### src/pwhc_pkg.sv
package pwhc_pkg;

  localparam int unsigned CHANNELS  = 8;
  localparam int unsigned CH_W      = 3;
  localparam int unsigned VALUE_W   = 16;
  localparam int unsigned WORD_W    = 16;
  localparam int unsigned CNT_W     = 20;
  localparam int unsigned LVL_W     = 7;
  localparam int unsigned MODE_W    = 3;
  localparam int unsigned CFG_IDX_W = 2;
  localparam int unsigned PROD_W    = 23;

  // action codes
  localparam logic [1:0] ACT_TICK  = 2'd0;
  localparam logic [1:0] ACT_DIM   = 2'd1;
  localparam logic [1:0] ACT_LIGHT = 2'd2;

  // register indexes
  localparam logic [CFG_IDX_W-1:0] CFG_M4_COMFORT = 2'd0;
  localparam logic [CFG_IDX_W-1:0] CFG_M4_ECO     = 2'd1;
  localparam logic [CFG_IDX_W-1:0] CFG_M5_COMFORT = 2'd2;
  localparam logic [CFG_IDX_W-1:0] CFG_M5_ECO     = 2'd3;

  localparam logic [CNT_W-1:0] RST_M4_COMFORT = 20'd293000;
  localparam logic [CNT_W-1:0] RST_M4_ECO     = 20'd7000;
  localparam logic [CNT_W-1:0] RST_M5_COMFORT = 20'd297000;
  localparam logic [CNT_W-1:0] RST_M5_ECO     = 20'd3000;

  // channel modes
  localparam logic [MODE_W-1:0] MODE_NONE = 3'd0;
  localparam logic [MODE_W-1:0] MODE_1    = 3'd1;
  localparam logic [MODE_W-1:0] MODE_2    = 3'd2;
  localparam logic [MODE_W-1:0] MODE_3    = 3'd3;
  localparam logic [MODE_W-1:0] MODE_4    = 3'd4;
  localparam logic [MODE_W-1:0] MODE_5    = 3'd5;
  localparam logic [MODE_W-1:0] MODE_6    = 3'd6;

  // pilot-wire codes
  localparam logic [1:0] CODE_COMFORT = 2'b00;
  localparam logic [1:0] CODE_MODE1   = 2'b10;
  localparam logic [1:0] CODE_MODE2   = 2'b01;
  localparam logic [1:0] CODE_FORCED  = 2'b11;

  localparam logic [LVL_W-1:0] LVL_MAX    = 7'd100;
  localparam logic [LVL_W-1:0] LVL_BAND_1 = 7'd10;
  localparam logic [LVL_W-1:0] LVL_BAND_2 = 7'd20;
  localparam logic [LVL_W-1:0] LVL_BAND_3 = 7'd30;
  localparam logic [LVL_W-1:0] LVL_BAND_4 = 7'd40;
  localparam logic [LVL_W-1:0] LVL_BAND_5 = 7'd50;

  typedef struct packed {
    logic [LVL_W-1:0]  level;
    logic [MODE_W-1:0] mode;
    logic              comfort;
    logic [CNT_W-1:0]  countdown;
  } entry_t;

  typedef struct packed {
    logic [CNT_W-1:0] m4_comfort;
    logic [CNT_W-1:0] m4_eco;
    logic [CNT_W-1:0] m5_comfort;
    logic [CNT_W-1:0] m5_eco;
  } phase_cfg_t;

  typedef struct packed {
    logic updated;
    logic store;
  } upd_flags_t;

  function automatic logic [1:0] drive_code(entry_t e);
    logic [1:0] c;
    case (e.mode)
      MODE_1:         c = CODE_MODE1;
      MODE_2:         c = CODE_MODE2;
      MODE_3:         c = CODE_FORCED;
      MODE_4, MODE_5: c = e.comfort ? CODE_COMFORT : CODE_FORCED;
      default:        c = CODE_COMFORT;
    endcase
    return c;
  endfunction

  function automatic logic [CNT_W-1:0] phase_len(logic [MODE_W-1:0] mode, logic comfort,
                                                 phase_cfg_t cfg);
    logic [CNT_W-1:0] len;
    if (mode == MODE_4) begin
      len = comfort ? cfg.m4_comfort : cfg.m4_eco;
    end else begin
      len = comfort ? cfg.m5_comfort : cfg.m5_eco;
    end
    return len;
  endfunction

endpackage

### src/pwhc_in_if.sv
interface pwhc_in_if;
  logic                            valid;
  logic                            ready;
  logic [1:0]                      action;
  logic [pwhc_pkg::CH_W-1:0]       channel;
  logic signed [pwhc_pkg::VALUE_W-1:0] value;

  modport source (output valid, action, channel, value, input ready);
  modport sink   (input valid, action, channel, value, output ready);
endinterface

### src/pwhc_out_if.sv
interface pwhc_out_if;
  logic                        valid;
  logic                        ready;
  logic [pwhc_pkg::WORD_W-1:0] drive_word;
  logic                        updated;
  logic                        store_request;

  modport source (output valid, drive_word, updated, store_request, input ready);
  modport sink   (input valid, drive_word, updated, store_request, output ready);
endinterface

### src/pilot_wire_heater_controller.sv
// A set word is written back in S_SET, then its result is loaded from S_DONE into the
// output register. A tick word sweeps all channels through the state memory, one per
// cycle, then moves to S_DONE; an unused code goes to S_DONE directly.
// Throughput: one word at a time; S_DONE holds until the output register is free, and
// the next word is accepted in the cycle after the result is loaded.
// Reset (rst_ni low, async): registers at default phase lengths, all channel entries read
// as zero through per-entry valid bits, drive word zero, no result pending.
module pilot_wire_heater_controller (
  input  logic                              clk_i,
  input  logic                              rst_ni,
  pwhc_in_if.sink                           in_i,
  pwhc_out_if.source                        out_o,
  input  logic                              cfg_we_i,
  input  logic [pwhc_pkg::CFG_IDX_W-1:0]    cfg_idx_i,
  input  logic [pwhc_pkg::CNT_W-1:0]        cfg_data_i
);

  // sequencer states
  localparam logic [1:0] S_IDLE = 2'd0;
  localparam logic [1:0] S_SET  = 2'd1;
  localparam logic [1:0] S_TICK = 2'd2;
  localparam logic [1:0] S_DONE = 2'd3;

  localparam logic [pwhc_pkg::CH_W-1:0] LAST_CH = pwhc_pkg::CH_W'(pwhc_pkg::CHANNELS - 1);

  logic [1:0] state_q, state_d;

  // config registers
  pwhc_pkg::phase_cfg_t cfg_q;

  // channel state memory: one entry per channel, registered read
  pwhc_pkg::entry_t mem [pwhc_pkg::CHANNELS];
  pwhc_pkg::entry_t rd_data_q;
  logic             rd_vld_q;
  logic [pwhc_pkg::CHANNELS-1:0] vld_q;
  logic [pwhc_pkg::CH_W-1:0]     rd_addr;

  // current channel (sweep counter during a tick)
  logic [pwhc_pkg::CH_W-1:0]  ch_q;
  logic [pwhc_pkg::LVL_W-1:0] level_q;
  logic                       upd_q;
  logic                       store_q;

  // cached drive codes, kept in sync with memory writes
  logic [1:0] code_q [pwhc_pkg::CHANNELS];
  logic [pwhc_pkg::WORD_W-1:0] word;

  // output register
  logic                        out_valid_q;
  logic [pwhc_pkg::WORD_W-1:0] out_word_q;
  logic                        out_upd_q;
  logic                        out_store_q;

  logic acc;
  logic busy;
  logic out_free;

  pwhc_pkg::entry_t     cur;
  pwhc_pkg::entry_t     nxt;
  pwhc_pkg::upd_flags_t flags;
  logic [1:0]           nxt_code;

  logic signed [pwhc_pkg::PROD_W-1:0] prod;
  logic [pwhc_pkg::LVL_W-1:0]         lvl_clamp;

  assign in_i.ready = (state_q == S_IDLE);
  assign acc        = in_i.valid && in_i.ready;
  assign busy       = (state_q == S_SET) || (state_q == S_TICK);
  assign out_free   = !out_valid_q || out_o.ready;

  // config write port
  always_ff @(posedge clk_i or negedge rst_ni) begin
    if (!rst_ni) begin
      cfg_q.m4_comfort <= pwhc_pkg::RST_M4_COMFORT;
      cfg_q.m4_eco     <= pwhc_pkg::RST_M4_ECO;
      cfg_q.m5_comfort <= pwhc_pkg::RST_M5_COMFORT;
      cfg_q.m5_eco     <= pwhc_pkg::RST_M5_ECO;
    end else if (cfg_we_i) begin
      case (cfg_idx_i)
        pwhc_pkg::CFG_M4_COMFORT: cfg_q.m4_comfort <= cfg_data_i;
        pwhc_pkg::CFG_M4_ECO:     cfg_q.m4_eco     <= cfg_data_i;
        pwhc_pkg::CFG_M5_COMFORT: cfg_q.m5_comfort <= cfg_data_i;
        pwhc_pkg::CFG_M5_ECO:     cfg_q.m5_eco     <= cfg_data_i;
        default: ;
      endcase
    end
  end

  // level request: a light value is scaled by 100, a dim value is used as is; both are clamped to 0..100
  always_comb begin
    if (in_i.action == pwhc_pkg::ACT_LIGHT) begin
      prod = pwhc_pkg::PROD_W'($signed(in_i.value) * $signed(pwhc_pkg::PROD_W'(100)));
    end else begin
      prod = pwhc_pkg::PROD_W'($signed(in_i.value));
    end
    if (prod > $signed(pwhc_pkg::PROD_W'(pwhc_pkg::LVL_MAX))) begin
      lvl_clamp = pwhc_pkg::LVL_MAX;
    end else if (prod < 0) begin
      lvl_clamp = '0;
    end else begin
      lvl_clamp = prod[pwhc_pkg::LVL_W-1:0];
    end
  end

  // Read address: on acceptance fetch the addressed channel (or channel 0 for a tick);
  // during a sweep fetch one ahead of the entry being written. Read and write never
  // hit the same entry in one cycle, so no forwarding is needed.
  always_comb begin
    if (state_q == S_IDLE) begin
      rd_addr = (in_i.action == pwhc_pkg::ACT_TICK) ? '0 : in_i.channel;
    end else begin
      rd_addr = ch_q + pwhc_pkg::CH_W'(1);
    end
  end

  always_ff @(posedge clk_i) begin
    rd_data_q <= mem[rd_addr];
    if (busy) begin
      mem[ch_q] <= nxt;
    end
  end

  always_ff @(posedge clk_i or negedge rst_ni) begin
    if (!rst_ni) begin
      vld_q    <= '0;
      rd_vld_q <= 1'b0;
    end else begin
      rd_vld_q <= vld_q[rd_addr];
      if (busy) begin
        vld_q[ch_q] <= 1'b1;
      end
    end
  end

  // never-written entries read as the all-zero reset state
  assign cur = rd_vld_q ? rd_data_q : '0;

  pwhc_chan_upd u_upd (
    .is_tick_i (state_q == S_TICK),
    .level_i   (level_q),
    .cur_i     (cur),
    .cfg_i     (cfg_q),
    .nxt_o     (nxt),
    .flags_o   (flags),
    .code_o    (nxt_code)
  );

  // sequencer
  always_comb begin
    state_d = state_q;
    case (state_q)
      S_IDLE: begin
        if (acc) begin
          if (in_i.action == pwhc_pkg::ACT_TICK) begin
            state_d = S_TICK;
          end else if (((in_i.action == pwhc_pkg::ACT_DIM) ||
                        (in_i.action == pwhc_pkg::ACT_LIGHT)) &&
                       (32'(in_i.channel) < pwhc_pkg::CHANNELS)) begin
            state_d = S_SET;
          end else begin
            state_d = S_DONE;
          end
        end
      end
      S_SET:  state_d = S_DONE;
      S_TICK: begin
        if (ch_q == LAST_CH) begin
          state_d = S_DONE;
        end
      end
      S_DONE: begin
        if (out_free) begin
          state_d = S_IDLE;
        end
      end
      default: state_d = S_IDLE;
    endcase
  end

  always_ff @(posedge clk_i or negedge rst_ni) begin
    if (!rst_ni) begin
      state_q <= S_IDLE;
      ch_q    <= '0;
      upd_q   <= 1'b0;
      store_q <= 1'b0;
      for (int i = 0; i < pwhc_pkg::CHANNELS; i++) begin
        code_q[i] <= pwhc_pkg::CODE_COMFORT;
      end
    end else begin
      state_q <= state_d;
      if (acc) begin
        ch_q    <= (in_i.action == pwhc_pkg::ACT_TICK) ? '0 : in_i.channel;
        upd_q   <= 1'b0;
        store_q <= 1'b0;
      end
      if (busy) begin
        code_q[ch_q] <= nxt_code;
        upd_q        <= upd_q | flags.updated;
        store_q      <= store_q | flags.store;
        if (state_q == S_TICK) begin
          ch_q <= ch_q + pwhc_pkg::CH_W'(1);
        end
      end
    end
  end

  always_ff @(posedge clk_i) begin
    if (acc) begin
      level_q <= lvl_clamp;
    end
  end

  // pack codes: channel 0 in the top two bits
  always_comb begin
    word = '0;
    for (int i = 0; i < pwhc_pkg::CHANNELS; i++) begin
      word[(pwhc_pkg::WORD_W - 2 - 2 * i) +: 2] = code_q[i];
    end
  end

  // output register
  always_ff @(posedge clk_i or negedge rst_ni) begin
    if (!rst_ni) begin
      out_valid_q <= 1'b0;
    end else if ((state_q == S_DONE) && out_free) begin
      out_valid_q <= 1'b1;
    end else if (out_o.ready) begin
      out_valid_q <= 1'b0;
    end
  end

  always_ff @(posedge clk_i) begin
    if ((state_q == S_DONE) && out_free) begin
      out_word_q  <= word;
      out_upd_q   <= upd_q;
      out_store_q <= store_q;
    end
  end

  assign out_o.valid         = out_valid_q;
  assign out_o.drive_word    = out_word_q;
  assign out_o.updated       = out_upd_q;
  assign out_o.store_request = out_store_q;

endmodule

### src/pwhc_chan_upd.sv
// Per-channel read-modify-write datapath: tick timing or level set.
module pwhc_chan_upd (
  input  logic                         is_tick_i,
  input  logic [pwhc_pkg::LVL_W-1:0]   level_i,
  input  pwhc_pkg::entry_t             cur_i,
  input  pwhc_pkg::phase_cfg_t         cfg_i,
  output pwhc_pkg::entry_t             nxt_o,
  output pwhc_pkg::upd_flags_t         flags_o,
  output logic [1:0]                   code_o
);

  logic              timed;
  logic [pwhc_pkg::MODE_W-1:0] band;

  assign timed = (cur_i.mode == pwhc_pkg::MODE_4) || (cur_i.mode == pwhc_pkg::MODE_5);

  always_comb begin
    if (level_i <= pwhc_pkg::LVL_BAND_1) begin
      band = pwhc_pkg::MODE_1;
    end else if (level_i <= pwhc_pkg::LVL_BAND_2) begin
      band = pwhc_pkg::MODE_2;
    end else if (level_i <= pwhc_pkg::LVL_BAND_3) begin
      band = pwhc_pkg::MODE_3;
    end else if (level_i <= pwhc_pkg::LVL_BAND_4) begin
      band = pwhc_pkg::MODE_4;
    end else if (level_i <= pwhc_pkg::LVL_BAND_5) begin
      band = pwhc_pkg::MODE_5;
    end else begin
      band = pwhc_pkg::MODE_6;
    end
  end

  always_comb begin
    nxt_o   = cur_i;
    flags_o = '0;
    if (is_tick_i) begin
      if (timed) begin
        if (cur_i.countdown <= pwhc_pkg::CNT_W'(1)) begin
          nxt_o.comfort   = ~cur_i.comfort;
          nxt_o.countdown = pwhc_pkg::phase_len(cur_i.mode, ~cur_i.comfort, cfg_i);
          flags_o.updated = 1'b1;
        end else begin
          nxt_o.countdown = cur_i.countdown - pwhc_pkg::CNT_W'(1);
        end
      end
    end else if (level_i != cur_i.level) begin
      nxt_o.level     = level_i;
      nxt_o.mode      = band;
      flags_o.updated = 1'b1;
      flags_o.store   = 1'b1;
      if ((band == pwhc_pkg::MODE_4) || (band == pwhc_pkg::MODE_5)) begin
        nxt_o.comfort   = 1'b1;
        nxt_o.countdown = pwhc_pkg::phase_len(band, 1'b1, cfg_i);
      end
    end
  end

  assign code_o = pwhc_pkg::drive_code(nxt_o);

endmodule
### src/flat_wrapper.sv
// flat-port wrapper written by rule: the top's interface ports become plain ports
module pilot_wire_heater_controller_flat 
  (clk_i, rst_ni, cfg_we_i, cfg_idx_i, cfg_data_i, in_i_valid, in_i_action, in_i_channel, in_i_value, in_i_ready, out_o_valid, out_o_drive_word, out_o_updated, out_o_store_request, out_o_ready);
  pwhc_in_if in_i_i ();
  pwhc_out_if out_o_i ();
  input  logic clk_i;
  input  logic rst_ni;
  input  logic cfg_we_i;
  input  logic [pwhc_pkg::CFG_IDX_W-1:0] cfg_idx_i;
  input  logic [pwhc_pkg::CNT_W-1:0] cfg_data_i;
  input wire logic [$bits(in_i_i.valid)-1:0] in_i_valid;
  input wire logic [$bits(in_i_i.action)-1:0] in_i_action;
  input wire logic [$bits(in_i_i.channel)-1:0] in_i_channel;
  input wire logic [$bits(in_i_i.value)-1:0] in_i_value;
  output wire logic [$bits(in_i_i.ready)-1:0] in_i_ready;
  output wire logic [$bits(out_o_i.valid)-1:0] out_o_valid;
  output wire logic [$bits(out_o_i.drive_word)-1:0] out_o_drive_word;
  output wire logic [$bits(out_o_i.updated)-1:0] out_o_updated;
  output wire logic [$bits(out_o_i.store_request)-1:0] out_o_store_request;
  input wire logic [$bits(out_o_i.ready)-1:0] out_o_ready;
  assign in_i_i.valid = in_i_valid;
  assign in_i_i.action = in_i_action;
  assign in_i_i.channel = in_i_channel;
  assign in_i_i.value = in_i_value;
  assign in_i_ready = in_i_i.ready;
  assign out_o_valid = out_o_i.valid;
  assign out_o_drive_word = out_o_i.drive_word;
  assign out_o_updated = out_o_i.updated;
  assign out_o_store_request = out_o_i.store_request;
  assign out_o_i.ready = out_o_ready;
  pilot_wire_heater_controller u_core (.clk_i(clk_i), .rst_ni(rst_ni), .in_i(in_i_i), .out_o(out_o_i), .cfg_we_i(cfg_we_i), .cfg_idx_i(cfg_idx_i), .cfg_data_i(cfg_data_i));
endmodule
### config.mk
export PLATFORM = sky130hd
export DESIGN_NAME = pilot_wire_heater_controller_flat
export DESIGN_NICKNAME = d
export VERILOG_FILES = /design/src/pwhc_pkg.sv /design/src/pwhc_in_if.sv /design/src/pwhc_out_if.sv /design/src/pilot_wire_heater_controller.sv /design/src/pwhc_chan_upd.sv /design/src/flat_wrapper.sv
export SDC_FILE = /design/constraint.sdc
export NUM_CORES = 1
export LEC_CHECK = 0
export BUFFER_PORTS_ARGS = -buffer_cell sky130_fd_sc_hd__buf_2
export CAP_MARGIN = 15
export CORE_MARGIN = 2
export CORE_UTILIZATION = 60
export DETAILED_ROUTE_END_ITERATION = 12
export GPL_TIMING_DRIVEN = 0
export PLACE_DENSITY = 0.87
export RECOVER_POWER = 50
export SYNTH_ARGS = -nofsm -noshare
export SYNTH_HDL_FRONTEND = slang
export SYNTH_HIERARCHICAL = 1
export SYNTH_SLANG_ARGS = --single-unit
### constraint.sdc
create_clock -name clk_i -period 5.06 [get_ports clk_i]
set_clock_uncertainty 0.2 [all_clocks]
set_input_delay 1.012 -clock clk_i [delete_from_list [all_inputs] [get_ports clk_i]]
set_output_delay 1.012 -clock clk_i [all_outputs]
set_load 0.01 [all_outputs]
==> results.sh <==
export IMPL_run_status="complete, but fails checks"
export IMPL_failed_checks="max-capacitance violations, max-slew violations"
export IMPL_overflow=0
export IMPL_grt_usage=0.309
export IMPL_cts_hold_buffers_added=0
export IMPL_seq_area_um2=11700
export IMPL_cts_setup_buffers=0
export IMPL_async_reset_ff_frac=0.271
export IMPL_first_pass_iters=6
export IMPL_maxCapViolations=5
export IMPL_worst_ep_arrival_time_ns=4.88
export IMPL_synth_area_leader_cell="edfxtp_1"
export IMPL_wl_per_cell_um=22.9
export IMPL_die_y_um=186
export IMPL_regToRegSetupSlack_ns=0.62
export IMPL_area_growth_syn_to_layout_pct=12.5
export IMPL_fin_nets=1950
export IMPL_core_area_um2=32600
export IMPL_syn_avg_cell_area_um2=11.7
export IMPL_ys_flop_type="edfxtp_1"
export IMPL_peakVddDrop_mv=0.385
export IMPL_power_frac_seq=0.348
export IMPL_hold_viol_final=0
export IMPL_wirelength_mm=52.8
export IMPL_worstMarginPinSlew_ns=2.08
export IMPL_multi_input_area_um2=7750
export IMPL_clk_insertion_delay_late_ns=0.54
export IMPL_h_tree_depth=2
export IMPL_finalSetupTns_ns=0
export IMPL_vias=14800
export IMPL_design_area_um2=22400
export IMPL_io_pins=68
export IMPL_power_internal_mw=9.33
export IMPL_relSlewSlack=-0.389
export IMPL_finalSetupViolCount=0
export IMPL_synth_area_um2=19900
export IMPL_ctsResizeCount=0
export IMPL_postLayoutCoreUtil=0.687
export IMPL_synth_top_area_frac=0.411
export IMPL_tritoncts="done"
export IMPL_dieArea_um2=34700
export IMPL_synth_cell_type_count=89
export IMPL_setup_slack_ns=0.235
export IMPL_finalHoldWorstSlack_ns=0.255
export IMPL_hpwl_mm=35.1
export IMPL_path_clk_slew_ns=0.06
export IMPL_fillCellCount=2142
export IMPL_start_util=0.611
export IMPL_p_sw_mw=6.73
export IMPL_cts_buffers=41
export IMPL_synth_edf_count=273
export IMPL_fmax_mhz=207
export IMPL_place_area_um2=21000
export IMPL_grt_max_degree=80
export IMPL_syn_nets=1825
export IMPL_syn_inst=1705
export IMPL_detail_route_antenna_nets=0
export IMPL_drv_slew=168
export IMPL_cts_sinks=417
export IMPL_rsz0062_at_grt="false"
export IMPL_num_antenna_cells=0
export IMPL_pwr_density_cell_nw_per_um2=716
export IMPL_vias_per_cell=6.43
export IMPL_ys_warn_count=6
export IMPL_path_max_fanout=5
export IMPL_die_x_um=186
export IMPL_ys_seq_elements=417
export IMPL_root_buffer="clkbuf_16"
export IMPL_critPathCaptureType="flop"
export IMPL_clockBufferDepth=3
export IMPL_leakagePower_nw=8.64
export IMPL_crit_type="in -> reg"
export IMPL_fin_crit_ns=4.82
export IMPL_start_kind="primary input"
export IMPL_first_iter_violations=2141
export IMPL_min_path_type="reg -> reg"
export IMPL_first_global_vias=14600
export IMPL_port_buffers=67
export IMPL_clockPowerShare=0.210
export IMPL_grt_pass1_wl_mm=81.3
export IMPL_period_share=0.953
export IMPL_synth_area_leaders="edfxtp_1 41%, dfrtp_1 11%, nand2_1 6.7%"
export IMPL_required_ns=5.12
export IMPL_power_frac_comb=0.442
export IMPL_post_place_ws_ns=-0.180
export IMPL_antenna_found_initial=0
export IMPL_ys_seq_area_frac=0.586
export IMPL_switching_share=0.419
export IMPL_drive_gt1_frac=0.164
export IMPL_drc_errors=0
export IMPL_num_rows=66
export IMPL_globalplace_congestion=0.972
-- per-stage QoR --
step	std cells	power, mW
2_1_floorplan	1705	9.93
3_3_place_gp	2214	11.9
3_5_place_dp	2226	12.3
4_1_cts	2301	15.9
5_1_grt	2304	16.7
6_report	2304	16.1
-- Yosys cell counts, drive strengths merged, types with 10 or more instances --
cell type,instances
inv,35
o22ai,17
a21oi,41
dfstp,26
a21o,10
or2,10
nor3,17
ha,58
fa,14
and2,36
edfxtp,273
dfrtp,87
nand3,177
clkbuf,63
mux4,20
nand2b,17
a211oi,12
buf,26
nor2b,12
nand2,355
nor4,11
xor2,13
mux2,97
nor2,47
o21ai,60
mux2i,17
dfxtp,31
-- power groups by stage --
stage | clock (mW) | sequential (mW) | combinational (mW)
after floorplan | 0 | 5.46 | 4.47
after global placement | 0 | 5.57 | 6.32
after global routing | 3.52 | 5.64 | 7.56
final | 3.37 | 5.59 | 7.09
after detailed placement | 0 | 5.58 | 6.69
after CTS | 3.38 | 5.56 | 6.92
-- routing by layer --
layer  wire, um  track usage
met2      26200        0.534
met1      19600        0.400
met4       1820        0.116
met5          0            0
met3       5180       0.0434
-- area by class of cell --
type,count,share of cell area
flip-flops and latches,417,0.521
multi-input cells,1164,0.346
clock buffers,48,0.0483
well taps,442,0.0247
repair buffers,82,0.0196
clock inverters,27,0.0185
plain buffers,89,0.0165
inverters,35,0.00586
-- sequential cells by signal, summed over array words and instances (netlist names) --
signal and count:
u_core/out_o.updated 1, u_core/vld_q 8, u_core/out_o.store_request 1, u_core/store_q 1
u_core/rd_vld_q 1, u_core/cfg_q 80, u_core/rd_data_q 31, u_core/out_o.valid 1
u_core/out_o.drive_word 16, u_core/level_q 7, u_core/upd_q 1, u_core/ch_q 3
u_core/mem 248, u_core/state_q 2, u_core/code_q 16
-- layout by cell type, fill, tap and decap left out, drive strengths merged, types with 12 or more instances in the layout --
master / n
nor2b: 12
o22ai: 17
nor2: 47
nand3: 177
nand2: 355
a211oi: 12
dfstp: 26
mux4: 20
inv: 40
mux2i: 17
dfrtp: 87
mux2: 97
and2: 36
edfxtp: 273
buf: 78
a21oi: 41
fa: 14
xor2: 13
clkbuf: 141
o21ai: 60
ha: 58
nand2b: 17
dfxtp: 31
nor3: 17
-- worst paths after layout --
check                                       from                    endpoint  cells past startpoint
worst max-delay path               in_i_value[1]           u_core/level_q[2]                     13
max in group asynchronous                 rst_ni            u_core/cfg_q[29]                      2
worst min-delay path            u_core/code_q[0]  u_core/out_o.drive_word[0]                      0
min in group asynchronous                 rst_ni           u_core/code_q[14]                      1
worst max register to register   u_core/rd_vld_q            u_core/code_q[6]                     10
worst min register to register  u_core/code_q[0]  u_core/out_o.drive_word[0]                      0
-- worst max-delay path, cell delays in order --
cell	delay, ns
buf_2	0.14
ha_1	0.32
fa_1	0.47
ha_1	0.30
ha_1	0.20
inv_1	0.08
fa_1	0.46
o21a_1	0.21
a2111oi_0	0.73
o22ai_1	0.18
o41a_1	0.52
nor2b_1	0.20
a21oi_1	0.09
-- kinds of logic after synthesis --
kind of cell,count (synthesis),share of synthesized area
fa+ha+maj,72,0.0505
compound gates,223,0.0768
mux,134,0.0859
xor+xnor,17,0.00747
flops,417,0.586
simple gates,718,0.168
buf+inv,124,0.0252
Note: power is estimated with default switching activity, not from simulation.
